==> src/sv/rac_pkg.sv <==
// Shared constants for the running autocorrelation block.
// Used by running_autocorrelation and its port checker; no dependencies.
package rac_pkg;

  localparam int MAX_LAG_DEF      = 15;
  localparam int SAMPLE_WIDTH_DEF = 16;

  // Result fields and packing of the master-side tdata.
  localparam int LAG_W       = 4;
  localparam int VALUE_W     = 64;
  localparam int OUT_TDATA_W = ((LAG_W + VALUE_W + 7) / 8) * 8;

  // Configuration port.
  localparam int CFG_INDEX_W = 8;
  localparam int CFG_DATA_W  = 8;

  localparam logic [CFG_INDEX_W-1:0] REG_MAX_LAG       = 8'd0;
  localparam logic [CFG_INDEX_W-1:0] REG_NORMALIZE     = 8'd1;
  localparam logic [CFG_INDEX_W-1:0] REG_KEEP_LAG0_RAW = 8'd2;

  localparam logic [LAG_W-1:0] MAX_LAG_RESET = 4'd15;

  // Q1.30 ratio and its saturation limits.
  localparam int Q_FRAC_BITS = 30;
  localparam int Q_W         = Q_FRAC_BITS + 1;
  localparam int DIV_CNT_W   = $clog2(Q_FRAC_BITS + 1);

  localparam logic [VALUE_W-1:0] Q_POS_SAT = 64'h0000_0000_7FFF_FFFF;
  localparam logic [VALUE_W-1:0] Q_NEG_SAT = 64'hFFFF_FFFF_8000_0000;
  localparam logic [VALUE_W-1:0] SUM_MAX   = 64'h7FFF_FFFF_FFFF_FFFF;
  localparam logic [VALUE_W-1:0] SUM_MIN   = 64'h8000_0000_0000_0000;

endpackage

==> src/sv/running_autocorrelation.sv <==
// Each item runs through lags 0 to top (top = active highest lag) one lag at a time, paced by
// the one shared multiplier and the single read port of the lag-sum memory.
// A slice end then emits top+1 results; a normalized one comes from the one-bit-per-cycle
// restoring divider, which stops early when the ratio saturates.
// Reset (synchronous, active high) clears the valid bits of both memories at once, so the
// sums and the delay line read as zero; there is no clearing pass.
module running_autocorrelation #(
  parameter int MAX_LAG      = rac_pkg::MAX_LAG_DEF,
  parameter int SAMPLE_WIDTH = rac_pkg::SAMPLE_WIDTH_DEF
) (
  input  logic                                 clk,
  input  logic                                 rst,
  // Slave side. tdata: sample; tlast: end_of_slice.
  input  logic                                 s_tvalid,
  output logic                                 s_tready,
  input  logic [((SAMPLE_WIDTH+7)/8)*8-1:0]    s_tdata,
  input  logic                                 s_tlast,
  // Master side. tdata: lag [3:0], value [67:4], zero fill above; tlast: last.
  output logic                                 m_tvalid,
  input  logic                                 m_tready,
  output logic [rac_pkg::OUT_TDATA_W-1:0]      m_tdata,
  output logic                                 m_tlast,
  // Configuration write channel.
  input  logic                                 cfg_valid,
  output logic                                 cfg_ready,
  input  logic [rac_pkg::CFG_INDEX_W-1:0]      cfg_index,
  input  logic [rac_pkg::CFG_DATA_W-1:0]       cfg_data
);
  import rac_pkg::*;

  localparam int SW = SAMPLE_WIDTH;
  localparam int LW = $clog2(MAX_LAG + 1);
  localparam int HW = (MAX_LAG > 1) ? $clog2(MAX_LAG) : 1;
  localparam int CW = (LW > LAG_W) ? LW : LAG_W;
  localparam int PW = 2 * SW;

  typedef enum logic [7:0] {
    S_IDLE = 8'b0000_0001,
    S_ACC  = 8'b0000_0010,
    S_RD   = 8'b0000_0100,
    S_LAT  = 8'b0000_1000,
    S_DIVS = 8'b0001_0000,
    S_DIVI = 8'b0010_0000,
    S_DIVF = 8'b0100_0000,
    S_EMIT = 8'b1000_0000
  } state_t;

  state_t state;

  // Configuration registers.
  logic [LAG_W-1:0] cfg_max_lag;
  logic             cfg_normalize;
  logic             cfg_keep;

  // Per-item registers.
  logic signed [SW-1:0] x;
  logic                 eos;
  logic [LW-1:0]        top;
  logic [LW-1:0]        k;
  logic                 iss_on;

  // Memories and their valid bits.
  logic [VALUE_W-1:0] sums [MAX_LAG+1];
  logic [SW-1:0]      hist [MAX_LAG];
  logic [MAX_LAG:0]   sum_vld;
  logic [MAX_LAG-1:0] hist_vld;
  logic [HW-1:0]      wp;
  logic [HW-1:0]      haddr;
  logic [VALUE_W-1:0] sum_q;
  logic [SW-1:0]      hist_q;
  logic               sum_vq;
  logic               hist_vq;

  // Accumulation pipeline.
  logic                 p1_v;
  logic [LW-1:0]        p1_k;
  logic                 p2_v;
  logic [LW-1:0]        p2_k;
  logic                 p2_last;
  logic signed [SW-1:0] dsel;
  logic signed [PW-1:0] prod;
  logic [VALUE_W-1:0]   acc_a;
  logic [VALUE_W-1:0]   prod_ext;
  logic [VALUE_W-1:0]   add_s;
  logic [VALUE_W-1:0]   sum_new;

  // Output phase and divider.
  logic [VALUE_W-1:0]   sval;
  logic [VALUE_W-1:0]   den_now;
  logic                 nrm;
  logic [VALUE_W-1:0]   den;
  logic [VALUE_W-1:0]   num;
  logic [VALUE_W-1:0]   res;
  logic                 neg;
  logic [VALUE_W-1:0]   rem;
  logic [Q_W-1:0]       q;
  logic [DIV_CNT_W-1:0] cnt;
  logic [VALUE_W:0]     r2;
  logic                 r2_ge;
  logic                 out_free;
  logic [CW-1:0]        top_cmp;
  logic [LW:0]          hdiff;
  logic [LW:0]          hwrap;

  assign cfg_ready = 1'b1;
  assign s_tready  = (state == S_IDLE);
  assign out_free  = !m_tvalid || m_tready;

  // Active highest lag: the register limited to the built depth.
  assign top_cmp = (CW'(cfg_max_lag) > CW'(MAX_LAG)) ? CW'(MAX_LAG) : CW'(cfg_max_lag);

  // Delay-line slot of the sample k items back: (wp - k) modulo MAX_LAG.
  always_comb begin
    hdiff = (LW+1)'(wp) - (LW+1)'(k);
    hwrap = hdiff + (LW+1)'(MAX_LAG);
    haddr = hdiff[LW] ? HW'(hwrap) : HW'(hdiff);
  end

  // Stage 1 operand select and stage 2 saturating add.
  always_comb begin
    dsel     = (p1_k == '0) ? x : (hist_vq ? $signed(hist_q) : '0);
    prod_ext = {{(VALUE_W-PW){prod[PW-1]}}, prod};
    add_s    = acc_a + prod_ext;
    if ((acc_a[VALUE_W-1] == prod_ext[VALUE_W-1]) &&
        (add_s[VALUE_W-1] != acc_a[VALUE_W-1])) begin
      sum_new = acc_a[VALUE_W-1] ? SUM_MIN : SUM_MAX;
    end else begin
      sum_new = add_s;
    end
  end

  // Output phase decode of the freshly read sum.
  always_comb begin
    sval    = sum_vq ? sum_q : '0;
    den_now = (k == '0) ? sval : den;
    nrm     = cfg_normalize && !den_now[VALUE_W-1] && (den_now != '0) &&
              !((k == '0) && cfg_keep);
    r2      = {rem, 1'b0};
    r2_ge   = (r2 >= {1'b0, den});
  end

  // Memories: one read and one write port each, registered read data.
  always_ff @(posedge clk) begin
    sum_q  <= sums[k];
    hist_q <= hist[haddr];
    if (p2_v) begin
      sums[p2_k] <= sum_new;
    end
    if (p2_v && p2_last) begin
      hist[wp] <= x;
    end
  end

  always_ff @(posedge clk) begin
    if (rst) begin
      sum_vld  <= '0;
      hist_vld <= '0;
      sum_vq   <= 1'b0;
      hist_vq  <= 1'b0;
    end else begin
      sum_vq  <= sum_vld[k];
      hist_vq <= hist_vld[haddr];
      if (p2_v) begin
        sum_vld[p2_k] <= 1'b1;
      end
      if (p2_v && p2_last) begin
        hist_vld[wp] <= 1'b1;
      end
    end
  end

  // Configuration writes.
  always_ff @(posedge clk) begin
    if (rst) begin
      cfg_max_lag   <= MAX_LAG_RESET;
      cfg_normalize <= 1'b0;
      cfg_keep      <= 1'b0;
    end else if (cfg_valid && cfg_ready) begin
      unique case (cfg_index)
        REG_MAX_LAG:       cfg_max_lag   <= cfg_data[LAG_W-1:0];
        REG_NORMALIZE:     cfg_normalize <= cfg_data[0];
        REG_KEEP_LAG0_RAW: cfg_keep      <= cfg_data[0];
        default: ;
      endcase
    end
  end

  // Accumulation pipeline payload.
  always_ff @(posedge clk) begin
    prod    <= x * dsel;
    acc_a   <= sum_vq ? sum_q : '0;
    p1_k    <= k;
    p2_k    <= p1_k;
    p2_last <= (p1_k == top);
  end

  // Sequencer.
  always_ff @(posedge clk) begin
    if (rst) begin
      state    <= S_IDLE;
      k        <= '0;
      iss_on   <= 1'b0;
      p1_v     <= 1'b0;
      p2_v     <= 1'b0;
      wp       <= '0;
      cnt      <= '0;
      m_tvalid <= 1'b0;
    end else begin
      p1_v <= (state == S_ACC) && iss_on;
      p2_v <= p1_v;
      // In S_EMIT a free output register is always reloaded below.
      if (m_tvalid && m_tready && (state != S_EMIT)) begin
        m_tvalid <= 1'b0;
      end

      unique case (state)
        S_IDLE: begin
          if (s_tvalid) begin
            x      <= $signed(s_tdata[SW-1:0]);
            eos    <= s_tlast;
            top    <= LW'(top_cmp);
            k      <= '0;
            iss_on <= 1'b1;
            state  <= S_ACC;
          end
        end
        S_ACC: begin
          if (iss_on) begin
            if (k == top) begin
              iss_on <= 1'b0;
            end else begin
              k <= k + 1'b1;
            end
          end
          if (p2_v && p2_last) begin
            wp    <= (wp == HW'(MAX_LAG - 1)) ? '0 : wp + 1'b1;
            k     <= '0;
            state <= eos ? S_RD : S_IDLE;
          end
        end
        S_RD: begin
          state <= S_LAT;
        end
        S_LAT: begin
          if (k == '0) begin
            den <= sval;
          end
          num <= sval;
          res <= sval;
          state <= nrm ? S_DIVS : S_EMIT;
        end
        S_DIVS: begin
          neg   <= num[VALUE_W-1];
          rem   <= num[VALUE_W-1] ? (~num + 1'b1) : num;
          q     <= '0;
          cnt   <= '0;
          state <= S_DIVI;
        end
        S_DIVI: begin
          if (cnt == '0) begin
            // The integer part must be 0 or 1; two or more saturates.
            if ({1'b0, rem} >= {den, 1'b0}) begin
              res   <= neg ? Q_NEG_SAT : Q_POS_SAT;
              state <= S_EMIT;
            end else begin
              if (rem >= den) begin
                rem <= rem - den;
                q   <= Q_W'(1);
              end
              cnt <= cnt + 1'b1;
            end
          end else begin
            rem <= r2_ge ? VALUE_W'(r2 - {1'b0, den}) : r2[VALUE_W-1:0];
            q   <= {q[Q_W-2:0], r2_ge};
            if (cnt == DIV_CNT_W'(Q_FRAC_BITS)) begin
              state <= S_DIVF;
            end else begin
              cnt <= cnt + 1'b1;
            end
          end
        end
        S_DIVF: begin
          res   <= neg ? (~VALUE_W'(q) + 1'b1) : VALUE_W'(q);
          state <= S_EMIT;
        end
        S_EMIT: begin
          if (out_free) begin
            m_tvalid <= 1'b1;
            m_tdata  <= {(OUT_TDATA_W-LAG_W-VALUE_W)'(0), res, LAG_W'(k)};
            m_tlast  <= (k == top);
            if (k == top) begin
              state <= S_IDLE;
            end else begin
              k     <= k + 1'b1;
              state <= S_RD;
            end
          end
        end
        default: state <= S_IDLE;
      endcase
    end
  end

endmodule

==> config.mk <==
export PLATFORM = sky130hd
export DESIGN_NAME = running_autocorrelation
export DESIGN_NICKNAME = d
export VERILOG_FILES = /design/src/sv/rac_pkg.sv /design/src/sv/running_autocorrelation.sv
export SDC_FILE = /design/constraint.sdc
export NUM_CORES = 2
export LEC_CHECK = 0
export ABC_AREA = 1
export BUFFER_PORTS_ARGS = -buffer_cell sky130_fd_sc_hd__buf_4
export CAP_MARGIN = 20
export CORE_MARGIN = 3
export CORE_UTILIZATION = 30
export DETAILED_ROUTE_END_ITERATION = 12
export PLACE_DENSITY_LB_ADDON = 0.05
export SLEW_MARGIN = 20
export SYNTH_ARGS = -nofsm -noshare
export SYNTH_HDL_FRONTEND = slang
export SYNTH_SLANG_ARGS = --single-unit
==> constraint.sdc <==
create_clock -name clk -period 10.2 [get_ports clk]
set_input_delay 1.53 -clock clk [delete_from_list [all_inputs] [get_ports clk]]
set_output_delay 1.53 -clock clk [all_outputs]
set_load 0.01 [all_outputs]
# After elaboration in Yosys (flattened, before gate mapping)
# Memories as Yosys holds them, arrays and structs flattened. A register that Yosys moved wholly into a read port is not among the register bits.
# Cells that the tools add are included.
# Widths: inputs -> output; s select.
[classes]
mul = 1
reduce_logical = 38
add_sub_neg = 10
magnitude_cmp = 10
eq_ne = 28
muxes = 62
bitwise = 5
[op_table]
columns = ["op", "count"]
rows = [
  ["$mux 64", 13],
  ["$pmux 64 s3", 1],
  ["$add 64x1->64 const B", 2],
  ["$pmux 64 s2", 1],
  ["$sub 64x64->64", 2],
  ["$mux 31", 3],
  ["$ge 64x65->1", 1],
  ["$ge 65x64->1", 1],
  ["$add 64x64->64", 1],
  ["$ge 64x64->1", 1],
  ["$not 31->64", 1],
  ["$not 64->64", 1],
  ["$pmux 8 s8", 1],
  ["$reduce_bool 64->1", 1],
  ["$pmux 31 s2", 1],
  ["$mux 8", 7],
  ["$mul 16x16->32", 1],
  ["$mux 16", 2],
  ["$mux 4", 7],
  ["$lt 4x5->1 const B", 4],
  ["$eq 8x1->1 const B", 2],
  ["$eq 8x2->1 const B", 2],
  ["$or 16x16->16", 1],
  ["$mux 5", 3],
  ["other kinds (43)", 94],
]
[word_totals]
mem_count = 2
input_bits = 38
reg_bits = 547
ram_bits = 1264
wordCells = 187
[mem_list]
columns = ["name", "depth", "word_bits", "rd", "rd_ports_with_merged_regs", "wr", "line", "text"]
rows = [
  ["sums", 16, 64, 1, 1, 1, "running_autocorrelation.sv:63", "logic [VALUE_W-1:0] sums [MAX_LAG+1];"],
  ["hist", 15, 16, 1, 1, 1, "running_autocorrelation.sv:64", "logic [SW-1:0] hist [MAX_LAG];"],
]

# Depth between registers and ports, before layout
[depth]
depth_word = 8
ltp_mapped = 30
depth_no_buf = 29

# Least setup slack after synthesis
# No wires, ideal clock.
[synth_timing]
path_type = "input port to flip-flop"
from = "input port rst"
to = "register den[0] (enable)"
path_stages = 3
required_ps = 9583
arrival_ps = 7278
n_path_buf = 2
slack_ps = 2305
setup_ps = 617
cell_sequence = "clkbuf_1 -> clkbuf_1 -> nor2_1"
[synth_via]
elab_chain_len = 2
[synth_lines]
columns = ["element", "line", "text"]
rows = [
  ["start: declaration", "running_autocorrelation.sv:12", "input logic rst,"],
  ["$not 1->1 (no line)", "n/a", ""],
  ["$reduce_and 2->1 (no line)", "n/a", ""],
  ["end signal: assignment", "running_autocorrelation.sv:246", "den <= sval;"],
  ["end: declaration", "running_autocorrelation.sv:91", "logic [VALUE_W-1:0] den;"],
]
# Every way passes these cells.
# A chain may end at the register's enable or synchronous reset.

# Worst setup path in the final report
[layout_timing]
from = "register p1_k[2]"
to = "register prod[29]"
[layout_via]
elab_chain_len = 3
[layout_lines]
columns = ["element", "line", "text"]
rows = [
  ["start: declaration", "running_autocorrelation.sv:76", "logic [LW-1:0] p1_k;"],
  ["start signal: assignment", "running_autocorrelation.sv:192", "p1_k <= k;"],
  ["$logic_not 4->1", "running_autocorrelation.sv:121", "dsel = (p1_k == '0) ? x : (hist_vq ? $signed(hist_q) : '0);"],
  ["$mux 16", "running_autocorrelation.sv:121", ""],
  ["$mul 16x16->32", "running_autocorrelation.sv:190", "prod <= x * dsel;"],
  ["end signal: assignment", "running_autocorrelation.sv:190", ""],
  ["end: declaration", "running_autocorrelation.sv:81", "logic signed [PW-1:0] prod;"],
]
# Every way passes these cells.

==> reports/results.ini <==
[run_status]
outcome=completed

[clock_tree]
cts.hold.buffers_added=0
cts.htree.levels=4
cts_tree=done
cts_buffers=222
clock-root-buffer=clkbuf_16
clk_pin_slew_worst_paths_ns=0.07
cts_max_path_buffers=4
post-cts-setup-buffer-count=0
cts_resized=0
worstSkewPairLatency_ns=0.93
cts.sinks=1891

[grt]
grt_pass1_vias=78500
antenna_found_initial=29
track_usage=0.231
grt_pass1_wl_um=581000
grt_remaining_overflow=0
grt_max_degree=188

[route]
drtAntennaViolNets=0
drcViolationCount=0
vias_per_cell=5.03
drt-met1-wl_um=197000
wl_met2_um=186000
drt-total-wl_um=410000
num_vias=78700
drt_iter0_markers=6604
wl_per_cell_um=26.2
met3_length_um=18000
drt_pass1_iterations=6
top_layer_used=met5

[min_path]
holdPathStages=0
min_to=p2_k[0]
min-delay-start=p1_k[0]
hold_path_class=flip-flop to flip-flop

[cells_and_area]
nNetsFinal=11600
layout-drive-gt1-share=0.0695
utilization=0.343
seqCellArea_um2=54300
fin_area_um2=116000
area_growth_pct=13.6
nFillCells=34700
multi_input_area_um2=41000

[logic_synthesis]
syn_area_um2=102000
ys_top_cells_by_area=edfxtp_1 (48%), nand2_1 (8.9%), fa_1 (5.2%), dfxtp_1 (4.9%), inv_1 (4.8%)
yosysSeqAreaShare=0.534
postSynthAreaPerCell_um2=9.38
async_reset_ff_frac=0
ys_dominant_reg_cell=edfxtp_1
synth_edf_count=1642
yosysMostFrequentCell=nand2_1
yosys_warnings=0
ys_ff_latch=1891
synth_top_cell_by_area=edfxtp_1
syn_inst=10800
synthTopCellsByCount=nand2_1 (2398), edfxtp_1 (1642), inv_1 (1301)
yosysTopAreaCellShare=0.485
synth.distinct_cells=62

[sta]
rsz0062_at_grt=false
setup_viol=0
timing.slew.headroom=0.259
fin_skew_ns=0.100
min_period_ns=7.97
fmax_mhz=125
min_period_over_period=0.781
setup_tns_ns=0
slew_violations=0
hold_viol=0
worstMarginPinSlew_ns=1.11
fin_ws_ns=2.23

[setup_path]
reg2reg_depth=27
cp_num_buf_inv=6
reg2reg_from=p1_k[2]
required_ns=11.00
ff2ff_setup_slack_ns=2.23
worstPathMaxFanout=12
crit_type=flip-flop to flip-flop
crit_path_frequent_cell=fa_1
start_kind=flip-flop
crit_family=adder cells
arrival_ns=8.78
crit_path_end_kind=flip-flop
rr_endpoint=prod[29]
cp_slowest_stage_delay_ns=0.87
crit_path_top_delay_cell=fa_1

[place]
place_area_um2=108000
post-dp-hpwl_um=286000
pre_cts_ws_ns=2.23
portBuffers=104
place.gp.congestion=0.923

[floorplanning]
dieArea_um2=346000
rows=213
core_area_um2=337000
io_pins=114
start_util=0.302
die_h_um=588
fp.dieW_um=588

[job]
cap_violations=0

-- stage by stage --
stage	hold WS (ns)	instances
6_report	0.375	15700
5_1_grt	0.371	15700
4_1_cts	0.366	15700
3_5_place_dp	0.383	15200
3_3_place_gp	0.377	15200
2_1_floorplan	0.348	10800
-- area by class of cell --
class                           instances  share of cell area
Clock inverter                         93             0.00830
Clock buffer                          322              0.0560
Timing Repair Buffer                  282              0.0191
Sequential cell                      1891               0.470
Antenna cell                            9            0.000195
Tap cell                             4515              0.0489
Inverter                             1319              0.0430
Multi-Input combinational cell       7230               0.355
-- layer usage --
layer  vias up  global-route usage
li1      36900                   -
met1     39400               0.336
met2      1936               0.369
met3       448              0.0235
met4         4              0.0506
met5         -                   0
-- flip-flops by register name, summed over array words and instances, names as in the netlist, 5 cells and up --
name,count
acc_a,64
hist_q,16
cnt,5
q,31
sum_q,64
sums,1024
prod,32
den,64
state,8
x,16
m_tdata,68
res,64
rem,64
hist,240
sum_vld,16
hist_vld,15
num,64
-- how the worst max path moves through the flow --
stage                     startpoint        to  slack (ns)  depth (start not counted)
after global routing         p1_k[1]  prod[29]        1.59                         27
after floorplan                  rst    den[0]        2.30                          3
after CTS                    p1_k[1]  prod[29]        2.19                         27
after detailed placement     p1_k[2]  prod[29]        2.23                         27
final                        p1_k[2]  prod[29]        2.23                         27
after global placement       p1_k[2]  prod[29]        2.12                         27
-- placed cells by master (no fill, tap or decap), types with 138 or more instances in the layout --
cell type / n
o21ai_0: 759
fa_1: 266
dfxtp_1: 244
nor2_1: 1247
buf_4: 273
nand2_1: 2396
nand4_1: 138
inv_1: 1296
clkbuf_16: 229
nand3_1: 582
edfxtp_1: 1642
a21oi_1: 533
ha_1: 348
-- cells by family (layout without fill, tap and decap cells) --
group / after synthesis / in the layout / synth area share
DFF: 1891 / 1891 / 0.534
adders and majority gates: 615 / 615 / 0.0953
and+or+nand+nor: 4627 / 4627 / 0.188
xor gates and xnor gates: 175 / 175 / 0.0151
other: 2 / 14 / 0.0000738
buffers and inverters: 1725 / 2016 / 0.0662
AOI/OAI and AO/OA: 1808 / 1808 / 0.101
Power is not shown: default switching activity piles up to over one toggle a cycle in this logic, so the estimate is an artifact.
